File: src/rtl/core/assert_macros.svh
// Assertion macros used by the RTL of the heap queue.
// Depends on nothing; included by files that carry concurrent checks.
`ifndef ASSERT_MACROS_SVH
`define ASSERT_MACROS_SVH

// Same-cycle implication, disabled while reset is asserted.
`define ASSERT_IMPLY(label, clk, rst_n, ante, cons) \
    label: assert property (@(posedge clk) disable iff (!rst_n) (ante) |-> (cons)) \
        else $error("same-cycle implication violated");

// Next-cycle implication, disabled while reset is asserted.
`define ASSERT_NEXT(label, clk, rst_n, ante, cons) \
    label: assert property (@(posedge clk) disable iff (!rst_n) (ante) |=> (cons)) \
        else $error("next-cycle implication violated");

`endif

File: src/rtl/core/bmhq_pkg.sv
// Package for the binary max-heap queue: sizes, operation and status codes,
// and the result word passed from the sequencer to the output stage. No dependencies.
`timescale 1ns / 1ps

package bmhq_pkg;

    localparam int DEPTH   = 64;
    localparam int VALUE_W = 32;
    localparam int ADDR_W  = $clog2(DEPTH);
    localparam int CNT_W   = ADDR_W;

    localparam logic FUNC_PUSH = 1'b0;
    localparam logic FUNC_POP  = 1'b1;

    typedef enum logic [1:0] {
        STAT_DONE  = 2'd0,
        STAT_FULL  = 2'd1,
        STAT_EMPTY = 2'd2
    } status_t;

    typedef struct packed {
        status_t                    status;
        logic signed [VALUE_W-1:0]  popped;
        logic signed [VALUE_W-1:0]  top;
        logic                       no_entries;
        logic [CNT_W-1:0]           entries;
    } res_t;

endpackage

File: src/rtl/core/bmhq_cmp.sv
// Shared signed greater-than comparator used by every sift step.
// Depends on bmhq_pkg for the value width.
`timescale 1ns / 1ps

module bmhq_cmp
    import bmhq_pkg::*;
(
    input  logic signed [VALUE_W-1:0] a,
    input  logic signed [VALUE_W-1:0] b,
    output logic                      a_gt_b
);

    assign a_gt_b = (a > b);

endmodule

File: src/rtl/core/bmhq_ctrl.sv
// Sequencer of the heap queue: holds the heap memory, the entry count and a
// copy of the root, and walks sift-up and sift-down with one shared comparator.
// Depends on bmhq_pkg and bmhq_cmp.
`timescale 1ns / 1ps

module bmhq_ctrl
    import bmhq_pkg::*;
(
    input  logic                      aclk,
    input  logic                      aresetn,
    input  logic                      s_valid,
    output logic                      s_ready,
    input  logic                      s_func,
    input  logic signed [VALUE_W-1:0] s_value,
    output logic                      res_valid,
    input  logic                      res_ready,
    output res_t                      res
);

    typedef enum logic [2:0] {
        ST_IDLE,
        ST_UP_CMP,
        ST_UP_WR,
        ST_DN_LOAD,
        ST_DN_RD,
        ST_DN_SEL,
        ST_DN_CMP,
        ST_DONE
    } state_t;

    logic signed [VALUE_W-1:0] mem [DEPTH];

    state_t                    state_reg, state_next;
    logic [CNT_W-1:0]          count_reg, count_next;
    logic [ADDR_W-1:0]         idx_reg, idx_next;
    logic signed [VALUE_W-1:0] val_reg, val_next;
    logic signed [VALUE_W-1:0] child_val_reg, child_val_next;
    logic [ADDR_W-1:0]         child_idx_reg, child_idx_next;
    logic signed [VALUE_W-1:0] top_reg, top_next;
    status_t                   status_reg, status_next;
    logic signed [VALUE_W-1:0] popped_reg, popped_next;
    logic signed [VALUE_W-1:0] rd_a_reg, rd_b_reg;

    logic [ADDR_W-1:0]         addr_a, addr_b;
    logic                      mem_we;
    logic [ADDR_W-1:0]         mem_waddr;
    logic signed [VALUE_W-1:0] mem_wdata;
    logic signed [VALUE_W-1:0] cmp_a, cmp_b;
    logic                      cmp_gt;

    logic [ADDR_W-1:0]         parent;
    logic [ADDR_W:0]           left_w, right_w;
    logic [ADDR_W-1:0]         push_slot;

    bmhq_cmp u_cmp (
        .a      (cmp_a),
        .b      (cmp_b),
        .a_gt_b (cmp_gt)
    );

    assign parent    = idx_reg >> 1;
    assign left_w    = {idx_reg, 1'b0};
    assign right_w   = {idx_reg, 1'b1};
    assign push_slot = ADDR_W'(count_reg + CNT_W'(1));

    always_comb begin
        state_next     = state_reg;
        count_next     = count_reg;
        idx_next       = idx_reg;
        val_next       = val_reg;
        child_val_next = child_val_reg;
        child_idx_next = child_idx_reg;
        status_next    = status_reg;
        popped_next    = popped_reg;
        addr_a         = idx_reg;
        addr_b         = idx_reg;
        mem_we         = 1'b0;
        mem_waddr      = idx_reg;
        mem_wdata      = val_reg;
        cmp_a          = val_reg;
        cmp_b          = rd_a_reg;
        s_ready        = 1'b0;
        res_valid      = 1'b0;

        case (state_reg)
            ST_IDLE: begin
                s_ready = 1'b1;
                if (s_valid) begin
                    popped_next = '0;
                    status_next = STAT_DONE;
                    if (s_func == FUNC_PUSH) begin
                        if (count_reg >= CNT_W'(DEPTH - 1)) begin
                            status_next = STAT_FULL;
                            state_next  = ST_DONE;
                        end else begin
                            count_next = count_reg + CNT_W'(1);
                            idx_next   = push_slot;
                            val_next   = s_value;
                            if (count_reg == '0) begin
                                mem_we     = 1'b1;
                                mem_waddr  = ADDR_W'(1);
                                mem_wdata  = s_value;
                                state_next = ST_DONE;
                            end else begin
                                addr_a     = push_slot >> 1;
                                state_next = ST_UP_CMP;
                            end
                        end
                    end else begin
                        if (count_reg == '0) begin
                            status_next = STAT_EMPTY;
                            state_next  = ST_DONE;
                        end else begin
                            // The root copy is the value being removed.
                            popped_next = top_reg;
                            count_next  = count_reg - CNT_W'(1);
                            idx_next    = ADDR_W'(1);
                            addr_a      = ADDR_W'(count_reg);
                            if (count_reg == CNT_W'(1)) begin
                                state_next = ST_DONE;
                            end else begin
                                state_next = ST_DN_LOAD;
                            end
                        end
                    end
                end
            end

            ST_UP_CMP: begin
                // The new word rides in val_reg; a smaller parent moves down into the hole.
                cmp_a = val_reg;
                cmp_b = rd_a_reg;
                mem_we    = 1'b1;
                mem_waddr = idx_reg;
                if (cmp_gt) begin
                    mem_wdata = rd_a_reg;
                    idx_next  = parent;
                    if (parent == ADDR_W'(1)) begin
                        state_next = ST_UP_WR;
                    end else begin
                        addr_a = parent >> 1;
                    end
                end else begin
                    mem_wdata  = val_reg;
                    state_next = ST_DONE;
                end
            end

            ST_UP_WR: begin
                mem_we     = 1'b1;
                mem_waddr  = idx_reg;
                mem_wdata  = val_reg;
                state_next = ST_DONE;
            end

            ST_DN_LOAD: begin
                val_next   = rd_a_reg;
                state_next = ST_DN_RD;
            end

            ST_DN_RD: begin
                if (left_w <= {1'b0, count_reg}) begin
                    addr_a     = left_w[ADDR_W-1:0];
                    addr_b     = right_w[ADDR_W-1:0];
                    state_next = ST_DN_SEL;
                end else begin
                    mem_we     = 1'b1;
                    mem_waddr  = idx_reg;
                    mem_wdata  = val_reg;
                    state_next = ST_DONE;
                end
            end

            ST_DN_SEL: begin
                // The right child is taken only when it exists and is strictly larger.
                cmp_a = rd_b_reg;
                cmp_b = rd_a_reg;
                if ((right_w <= {1'b0, count_reg}) && cmp_gt) begin
                    child_val_next = rd_b_reg;
                    child_idx_next = right_w[ADDR_W-1:0];
                end else begin
                    child_val_next = rd_a_reg;
                    child_idx_next = left_w[ADDR_W-1:0];
                end
                state_next = ST_DN_CMP;
            end

            ST_DN_CMP: begin
                cmp_a     = child_val_reg;
                cmp_b     = val_reg;
                mem_we    = 1'b1;
                mem_waddr = idx_reg;
                if (cmp_gt) begin
                    mem_wdata  = child_val_reg;
                    idx_next   = child_idx_reg;
                    state_next = ST_DN_RD;
                end else begin
                    mem_wdata  = val_reg;
                    state_next = ST_DONE;
                end
            end

            ST_DONE: begin
                res_valid = 1'b1;
                if (res_ready) begin
                    state_next = ST_IDLE;
                end
            end

            default: begin
                state_next = ST_IDLE;
            end
        endcase
    end

    // Keep a copy of slot 1 so that pops and results need no extra read.
    always_comb begin
        top_next = top_reg;
        if (mem_we && (mem_waddr == ADDR_W'(1))) begin
            top_next = mem_wdata;
        end
    end

    assign res.status     = status_reg;
    assign res.popped     = popped_reg;
    assign res.top        = (count_reg == '0) ? '0 : top_reg;
    assign res.no_entries = (count_reg == '0);
    assign res.entries    = count_reg;

    always_ff @(posedge aclk) begin
        if (mem_we) begin
            mem[mem_waddr] <= mem_wdata;
        end
        rd_a_reg <= mem[addr_a];
        rd_b_reg <= mem[addr_b];
    end

    always_ff @(posedge aclk) begin
        if (!aresetn) begin
            state_reg <= ST_IDLE;
            count_reg <= '0;
        end else begin
            state_reg <= state_next;
            count_reg <= count_next;
        end
        idx_reg       <= idx_next;
        val_reg       <= val_next;
        child_val_reg <= child_val_next;
        child_idx_reg <= child_idx_next;
        top_reg       <= top_next;
        status_reg    <= status_next;
        popped_reg    <= popped_next;
    end

endmodule

File: src/rtl/core/binary_max_heap_queue.sv
// Binary max-heap queue. One word is taken at a time. A rejected word, a push into an empty
// heap or a pop of the last entry goes straight to its result word; a push climbs one level
// per compare-and-write step, and any other pop loads the last entry, then per level reads
// the children, selects the larger and compares it until a leaf or a compare stops it.
// The next word is taken the cycle after the result enters the output register.
// Synchronous active-low reset empties the queue; heap memory contents are not cleared.
`timescale 1ns / 1ps
`include "assert_macros.svh"

module binary_max_heap_queue
    import bmhq_pkg::*;
(
    input  logic                      aclk,
    input  logic                      aresetn,
    input  logic                      s_valid,
    output logic                      s_ready,
    input  logic                      s_func,
    input  logic signed [VALUE_W-1:0] s_value,
    output logic                      m_valid,
    input  logic                      m_ready,
    output logic [1:0]                m_status,
    output logic signed [VALUE_W-1:0] m_popped,
    output logic signed [VALUE_W-1:0] m_top,
    output logic                      m_is_empty_now,
    output logic [CNT_W-1:0]          m_entries
);

    logic res_valid;
    logic res_ready;
    res_t res;

    logic m_valid_reg, m_valid_next;
    res_t out_reg, out_next;

    logic rejected_full;
    logic rejected_empty;

    bmhq_ctrl u_ctrl (
        .aclk      (aclk),
        .aresetn   (aresetn),
        .s_valid   (s_valid),
        .s_ready   (s_ready),
        .s_func    (s_func),
        .s_value   (s_value),
        .res_valid (res_valid),
        .res_ready (res_ready),
        .res       (res)
    );

    assign res_ready = !m_valid_reg || m_ready;

    always_comb begin
        m_valid_next = m_valid_reg;
        out_next     = out_reg;
        if (m_valid_reg && m_ready) begin
            m_valid_next = 1'b0;
        end
        if (res_valid && res_ready) begin
            m_valid_next = 1'b1;
            out_next     = res;
        end
    end

    always_ff @(posedge aclk) begin
        if (!aresetn) begin
            m_valid_reg <= 1'b0;
        end else begin
            m_valid_reg <= m_valid_next;
        end
        out_reg <= out_next;
    end

    assign m_valid        = m_valid_reg;
    assign m_status       = out_reg.status;
    assign m_popped       = out_reg.popped;
    assign m_top          = out_reg.top;
    assign m_is_empty_now = out_reg.no_entries;
    assign m_entries      = out_reg.entries;

    assign rejected_full  = m_valid && (m_status == STAT_FULL);
    assign rejected_empty = m_valid && (m_status == STAT_EMPTY);

    `ASSERT_IMPLY(a_empty_flag, aclk, aresetn, m_valid, m_is_empty_now == (m_entries == '0))
    `ASSERT_IMPLY(a_full_count, aclk, aresetn, rejected_full, m_entries == CNT_W'(DEPTH - 1))
    `ASSERT_IMPLY(a_empty_pop, aclk, aresetn, rejected_empty, (m_entries == '0) && (m_popped == '0))
    `ASSERT_NEXT(a_one_at_a_time, aclk, aresetn, s_valid && s_ready, !s_ready)

endmodule

File: config.mk
export PLATFORM = sky130hd
export DESIGN_NAME = binary_max_heap_queue
export DESIGN_NICKNAME = d
export VERILOG_FILES = /design/src/rtl/core/bmhq_pkg.sv /design/src/rtl/core/bmhq_cmp.sv /design/src/rtl/core/bmhq_ctrl.sv /design/src/rtl/core/binary_max_heap_queue.sv
export VERILOG_INCLUDE_DIRS = /design/src /design/src/rtl/core
export SDC_FILE = /design/constraint.sdc
export NUM_CORES = 2
export LEC_CHECK = 0
export BUFFER_PORTS_ARGS = -buffer_cell sky130_fd_sc_hd__buf_2
export CELL_PAD_IN_SITES_DETAIL_PLACEMENT = 1
export CELL_PAD_IN_SITES_GLOBAL_PLACEMENT = 2
export CORE_MARGIN = 1.5
export CORE_UTILIZATION = 35
export CTS_BUF_LIST = sky130_fd_sc_hd__clkbuf_8
export DETAILED_ROUTE_END_ITERATION = 6
export HOLD_SLACK_MARGIN = 0.12
export PLACE_DENSITY_LB_ADDON = 0.1
export RECOVER_POWER = 50
export SYNTH_ARGS = -nofsm -noshare
export SYNTH_HDL_FRONTEND = slang
export SYNTH_SLANG_ARGS = --single-unit
File: constraint.sdc
create_clock -name aclk -period 8.7 [get_ports aclk]
set_input_delay 1.74 -clock aclk [delete_from_list [all_inputs] [get_ports aclk]]
set_output_delay 1.74 -clock aclk [all_outputs]
set_load 0.02 [all_outputs]
=== Word-level counts from Yosys, hierarchy flattened ===
Memory sizes are Yosys's and may differ from the RTL's. A register that Yosys moved wholly into a read port is not among the register bits.
Cells that the tools add are included.

* Shift-type cells: 0
* Muxes and demuxes: 68
* Divide/modulo/power cells: 0
* Reduce and logical (&&, ||, !) cells: 17
* $add $sub $neg: 2
* Bitwise logic cells: 0
* Magnitude comparators: 4
* Multiply operators: 0
* Equal/unequal tests: 21

{| class="wikitable"
|+ Operators by type and width
! operator !! count
|-
| 32-bit two-way mux || 12
|-
| 6-bit two-way mux || 23
|-
| 32-bit one-hot mux with 2 select lines || 2
|-
| 32-bit one-hot mux with 3 select lines || 1
|-
| 6-bit one-hot mux with 3 select lines || 2
|-
| 32-bit greater-than comparator || 1
|-
| 3-bit two-way mux || 9
|-
| 3-bit one-hot mux with 8 select lines || 1
|-
| 7-bit by 6-bit <= comparator with 1-bit output || 2
|-
| 1-bit two-way mux || 13
|-
| 3-bit == test, second input constant || 4
|-
| 6-bit by 1-bit == test with 1-bit output, second input constant || 2
|-
| 2-bit inequality test, second input constant || 6
|-
| 3-bit inequality test, second input constant || 3
|-
| 2-bit two-way mux || 4
|-
| 4-bit AND reduction || 2
|-
| 6-bit by 1-bit adder with 6-bit output, second input constant || 1
|-
| 3-bit by 2-bit == test with 1-bit output, second input constant || 2
|-
| 6-bit >= comparator, second input constant || 1
|-
| 6-bit logical NOT || 1
|-
| 6-bit AND reduction || 1
|-
| 6-bit by 1-bit subtractor with 6-bit output, second input constant || 1
|-
| 5-bit by 1-bit == test with 1-bit output, second input constant || 1
|-
| 1-bit logical AND || 4
|-
| other kinds (11) || 13
|}

* Memories: 1
* Register bits: 225
* RAM bits: 2,048
* Memory bits (read-only): 0
* Output and inout bits: 75
* Logic and storage cells: 128
* Latch bits: 0
* Input port bits: 37

{| class="wikitable"
|+ Memory list
! memory !! depth !! bits a word !! rd ports !! clocked after Yosys merged registers in !! wr ports !! line !! RTL
|-
| u_ctrl.mem || 64 || 32 || 2 || 2 || 1 || bmhq_ctrl.sv:31 || <nowiki>logic signed [VALUE_W-1:0] mem [DEPTH];</nowiki>
|}

=== Longest topological paths before layout ===
* Depth after elaboration: 8
* Mapped depth: 23
* Gate-level depth less buffers: 16

=== Cells and area by module ===
Synthesis repeated with hierarchy kept, for this count alone.

* Cell total of the unflattened synthesis: 10,540
* Area total of the unflattened synthesis: 115,136.7 um^2

{| class="wikitable"
|+ Modules (own cells, without submodules)
! module !! sequential area each (um^2) !! cells each !! area each (um^2) !! times used
|-
| bmhq_ctrl || 67,224.5 || 10,349 || 112,082.5 || 1
|-
| binary_max_heap_queue || 2,212.1 || 78 || 2,249.7 || 1
|-
| bmhq_cmp || 0.0 || 113 || 804.5 || 1
|}

=== Worst setup path after synthesis ===
Ideal clock, no wire load.

* Kind: input to register
* From: input m_ready
* To: register out_reg, in the netlist m_entries[0] (enable)
* Slack: 0.919 ns
* Library setup time: 0.611 ns
* Buffers on the path: 0
* Required time: 8.089 ns
* Arrival time: 7.170 ns
* Cell stages on the path: 2
* Cells stage by stage: nor2b_1 -> nor3b_1

* Longest elaborated chain between the ends: 2

{| class="wikitable"
|+ RTL lines
! element !! line !! RTL
|-
| start: declaration || binary_max_heap_queue.sv:20 || <nowiki>input logic m_ready,</nowiki>
|-
| 1-bit logical OR || binary_max_heap_queue.sv:50 || <nowiki>assign res_ready = !m_valid_reg || m_ready;</nowiki>
|-
| 1-bit logical AND || binary_max_heap_queue.sv:58 || <nowiki>if (res_valid && res_ready) begin</nowiki>
|-
| end signal: assignment || binary_max_heap_queue.sv:70 || <nowiki>out_reg <= out_next;</nowiki>
|-
| end: declaration || binary_max_heap_queue.sv:33 || <nowiki>res_t out_reg, out_next;</nowiki>
|}

No other way between the ends.
A chain may end at the register's enable or synchronous reset.

=== Worst setup path after layout ===
* From: register u_ctrl.idx_reg[2]
* To: memory u_ctrl.mem[45][11] (enable)

* Longest elaborated chain between the ends: 5
* Elaborated cells on any way between the ends: 10
* Those cells by class: order compare: 1; mux: 9

{| class="wikitable"
|+ RTL lines
! element !! line !! RTL
|-
| start: declaration || bmhq_ctrl.sv:35 || <nowiki>logic [ADDR_W-1:0] idx_reg, idx_next;</nowiki>
|-
| start signal: assignment || bmhq_ctrl.sv:246 || <nowiki>idx_reg <= idx_next;</nowiki>
|-
| 7-bit by 6-bit <= comparator with 1-bit output or 6-bit two-way mux (tied branches) || bmhq_ctrl.sv:162, bmhq_ctrl.sv:99 ||
|-
| 1-bit two-way mux or 6-bit two-way mux (tied branches) || bmhq_ctrl.sv:162, bmhq_ctrl.sv:92 ||
|-
| 1-bit one-hot mux with 3 select lines or 6-bit two-way mux (tied branches) || bmhq_ctrl.sv:85, bmhq_ctrl.sv:91 ||
|-
| 1-bit two-way mux or 6-bit two-way mux (tied branches) || bmhq_ctrl.sv:231, bmhq_ctrl.sv:88 ||
|-
| 1-bit two-way mux (not written as such) or 6-bit two-way mux (tied branches) || -- ||
|-
| end: declaration || bmhq_ctrl.sv:31 ||
|}

Several ways; a longest one is shown, not always the timed one.

==> summary by stage <==
Outcome
The flow ran to the end, but the final reports show violations. The checks that failed: DRC, capacitance limit, slew limit.

Final layout
The share of final-layout standard cells stronger than drive strength 1 is 14.1%. The relative area change from synthesis to final layout is 12.7%. Ranked by flip-flop count, first place goes to u_ctrl.mem. The layout net count is 9536. The register with the most flip-flops in the layout has 2048 of them. The filler cells instantiated in the layout total 34000.

Place
The routability congestion estimate from global placement is 0.897. The HPWL after detailed placement is 329000 µm. In this run the tool buffered the top-level ports with 111 buffer cells.

At the placement stage, the worst setup path has a slack of 838 ps.

Clock tree
Clock tree synthesis inserted a total of 429 buffers. Post-CTS repair changed the size of 0 cells. The clock-pin slew of the registers on the worst-case setup and hold paths is 60 ps. TritonCTS built the clock tree. At the later pin of the worst-skew pair, clock insertion delay measures 1170 ps. The number of hold buffers added after CTS is 0. The CTS root buffer is clkbuf_8.

CTS saw 2337 sinks. The number of setup buffers added after CTS is 0. The buffer depth of the longest clock path is 4.

The maximum level of the CTS H-tree is 5.

Die
The boundary pin count is 112. The area of the die is 330000 µm². The die is 574 µm tall.

The die width is 574 µm. The area of the core region is 325000 µm². Once the floorplan was initialized, standard cells occupied 35.2% of the core.

The initialized floorplan defines 209 standard-cell rows.

Drt
The total routed wirelength is 548000 µm. The first TritonRoute pass finished after 7 iterations. The count of antenna-violating nets left after detailed routing is 0. For this run, design rule violations remaining after detail routing come to 1. Across all layers, the routed design uses 92100 vias. In the routed layout, each cell is associated on average with a via count of 6.51. The starting DRC count in detailed routing is 10900. The routed length per placed instance is 38.8 µm.

Setup path
The critical path arrival is 9420 ps. The element type at the critical path start is a flop. Of all nets on the critical path, the largest fanout is 77. The worst setup path is of the reg -> reg kind.

The kind of end point of the critical path is a flop. Data on the critical path is required at its endpoint by 9470 ps.

Global route
The wire length of the first global-routing pass is 756000 µm. The layer carrying the most global-route usage is met2. The total grt overflow is 0. The met2 capacity usage during global routing is 49.2%. The via count of the first global-routing pass is 91600. The total routing usage reported by global routing is 32.3%.

The largest net degree at the start of global routing is 119. The number of antenna violations at the first check in global routing is 38. The routing usage on met3 is 7.31%.

Global routing used 45.2% of the available met1 tracks.

STA
After layout, the worst setup slack is 58.8 ps. The worst path uses 99.3% of the clock period. Counting I/O delays and the setup requirement, the final critical path takes 8640 ps. The largest clock skew in the final design is 87.4 ps. Setup repair after global routing left no endpoint under its margin.

Derived from the worst setup path, the maximum achievable clock frequency is 116 MHz. The worst pin sits at a relative slew slack of -148%. The summed negative setup slack over all endpoints is 0 ps.

At the pin with the least slew margin, the transition time is 3720 ps. The final number of setup-violating endpoints is 0. The max-slew violation total from the final report is 1697. The count of final hold-check violations was 0.

Yosys
In the synthesized netlist, the number of instances is 9403. The cell area after synthesis is 114000 µm². Counting instances in the post-synthesis netlist gives the leading cell types as edfxtp_1, nand2_1, a21oi_1. In this run, synthesis produced a sequential element count of 2337.

The cell taking the most area after synthesis is edfxtp_1. Ranked by total cell area, the synthesized netlist is headed by edfxtp_1, mux4_2, a211oi_1. Yosys printed 0 warnings. Among all flip-flop cells after synthesis, the most frequent one is edfxtp_1. The share of the synthesized area in the top cell type is 59.5%. For this run, the register share of the synthesized area comes to 60.8%. The number of nets in the synthesized netlist is 9481. Counting flops with a built-in enable in the synthesized netlist gives 2263. The most instantiated library cell after synthesis is edfxtp_1. The unique cell type count in the Yosys netlist is 89. In the synthesized netlist the async set-or-reset flop fraction comes to 0%. The per-instance average area after synthesis is 12.1 µm².

Flow run
Across the run, the number of max-cap violations was 73.

Worst hold path
In this run the worst hold path is classified as reg -> reg.
stage by stage:
step / hold WS, ps / cell area, µm² / utilization, % / instances
floorplan: 400 / 114000 / - / 9403
global placement: 403 / 121000 / 37.4 / 13400
detailed placement: 406 / 121000 / 37.4 / 13400
CTS: 415 / 129000 / 39.9 / 14100
global route: 426 / 129000 / 39.7 / 14100
finish: 415 / 129000 / 39.7 / 14100
placed cells by master, fill, tap and decap left out, types with 206 or more instances in the layout:
master,Yosys,final
or3_1,265,264
edfxtp_1,2263,2263
nand3_1,213,214
clkbuf_8,0,471
a21oi_1,788,781
mux4_2,256,256
and3_1,232,231
a211oi_1,563,552
nand2_1,951,941
o21ai_0,737,737
mux2i_1,252,250
inv_1,209,395
nor2_1,237,206
buf_4,17,268
logic make-up (layout without fill, tap and decap cells):
family,count (synthesis),after routing,share of synthesized area (%)
AOI/OAI and AO/OA,3055,3055,17.1
xor gates and xnor gates,7,7,0.0537
adders and majority gates,41,41,0.449
buffers and inverters,1120,1528,4.04
DFF,2337,2337,60.8
muxes,541,541,7.58
other,0,10,0
and+or+nand+nor,2302,2302,9.99
final cells by class:
cell class	count	area, µm²	share of cell area, %
flip-flops and latches	2337	69400	54.0
multi-input cells	5946	40800	31.7
clock buffers	471	6480	5.04
well taps	4325	5410	4.20
repair buffers	533	4250	3.30
clock inverters	313	1490	1.16
inverters	211	800	0.621
diodes	10	25.0	0.0194
worst paths after layout:
| check | start | to | slack, ps | cells after the start |
|---|---|---|---|---|
| hold / removal | u_ctrl.popped_reg[10] | m_popped[10] | 420 | 0 |
| setup reg to reg | u_ctrl.idx_reg[2] | u_ctrl.mem[45][11] | 60 | 8 |
| hold reg to reg | u_ctrl.popped_reg[10] | m_popped[10] | 420 | 0 |
| setup / recovery | u_ctrl.idx_reg[2] | u_ctrl.mem[45][11] | 60 | 8 |
layer usage:
| metal | up-vias | share of wire [%] |
|---|---|---|
| met4 | 14 | 3.8 |
| met3 | 1076 | 9.9 |
| met2 | 4985 | 44 |
| met5 | - | 0.016 |
| li1 | 37200 | - |
| met1 | 48900 | 42 |
worst max-delay path: stages, from the launching register on:
cell      delay (ps)
edfxtp_1         370
clkbuf_1        1310
buf_4            700
buf_12           450
clkbuf_1        2440
nand4b_1         190
buf_4            350
nor2_1          1990
buf_12           320
Power is left out: the tool's default activity adds up to more than one toggle a clock period on the data nets, which glitch-free logic cannot reach.
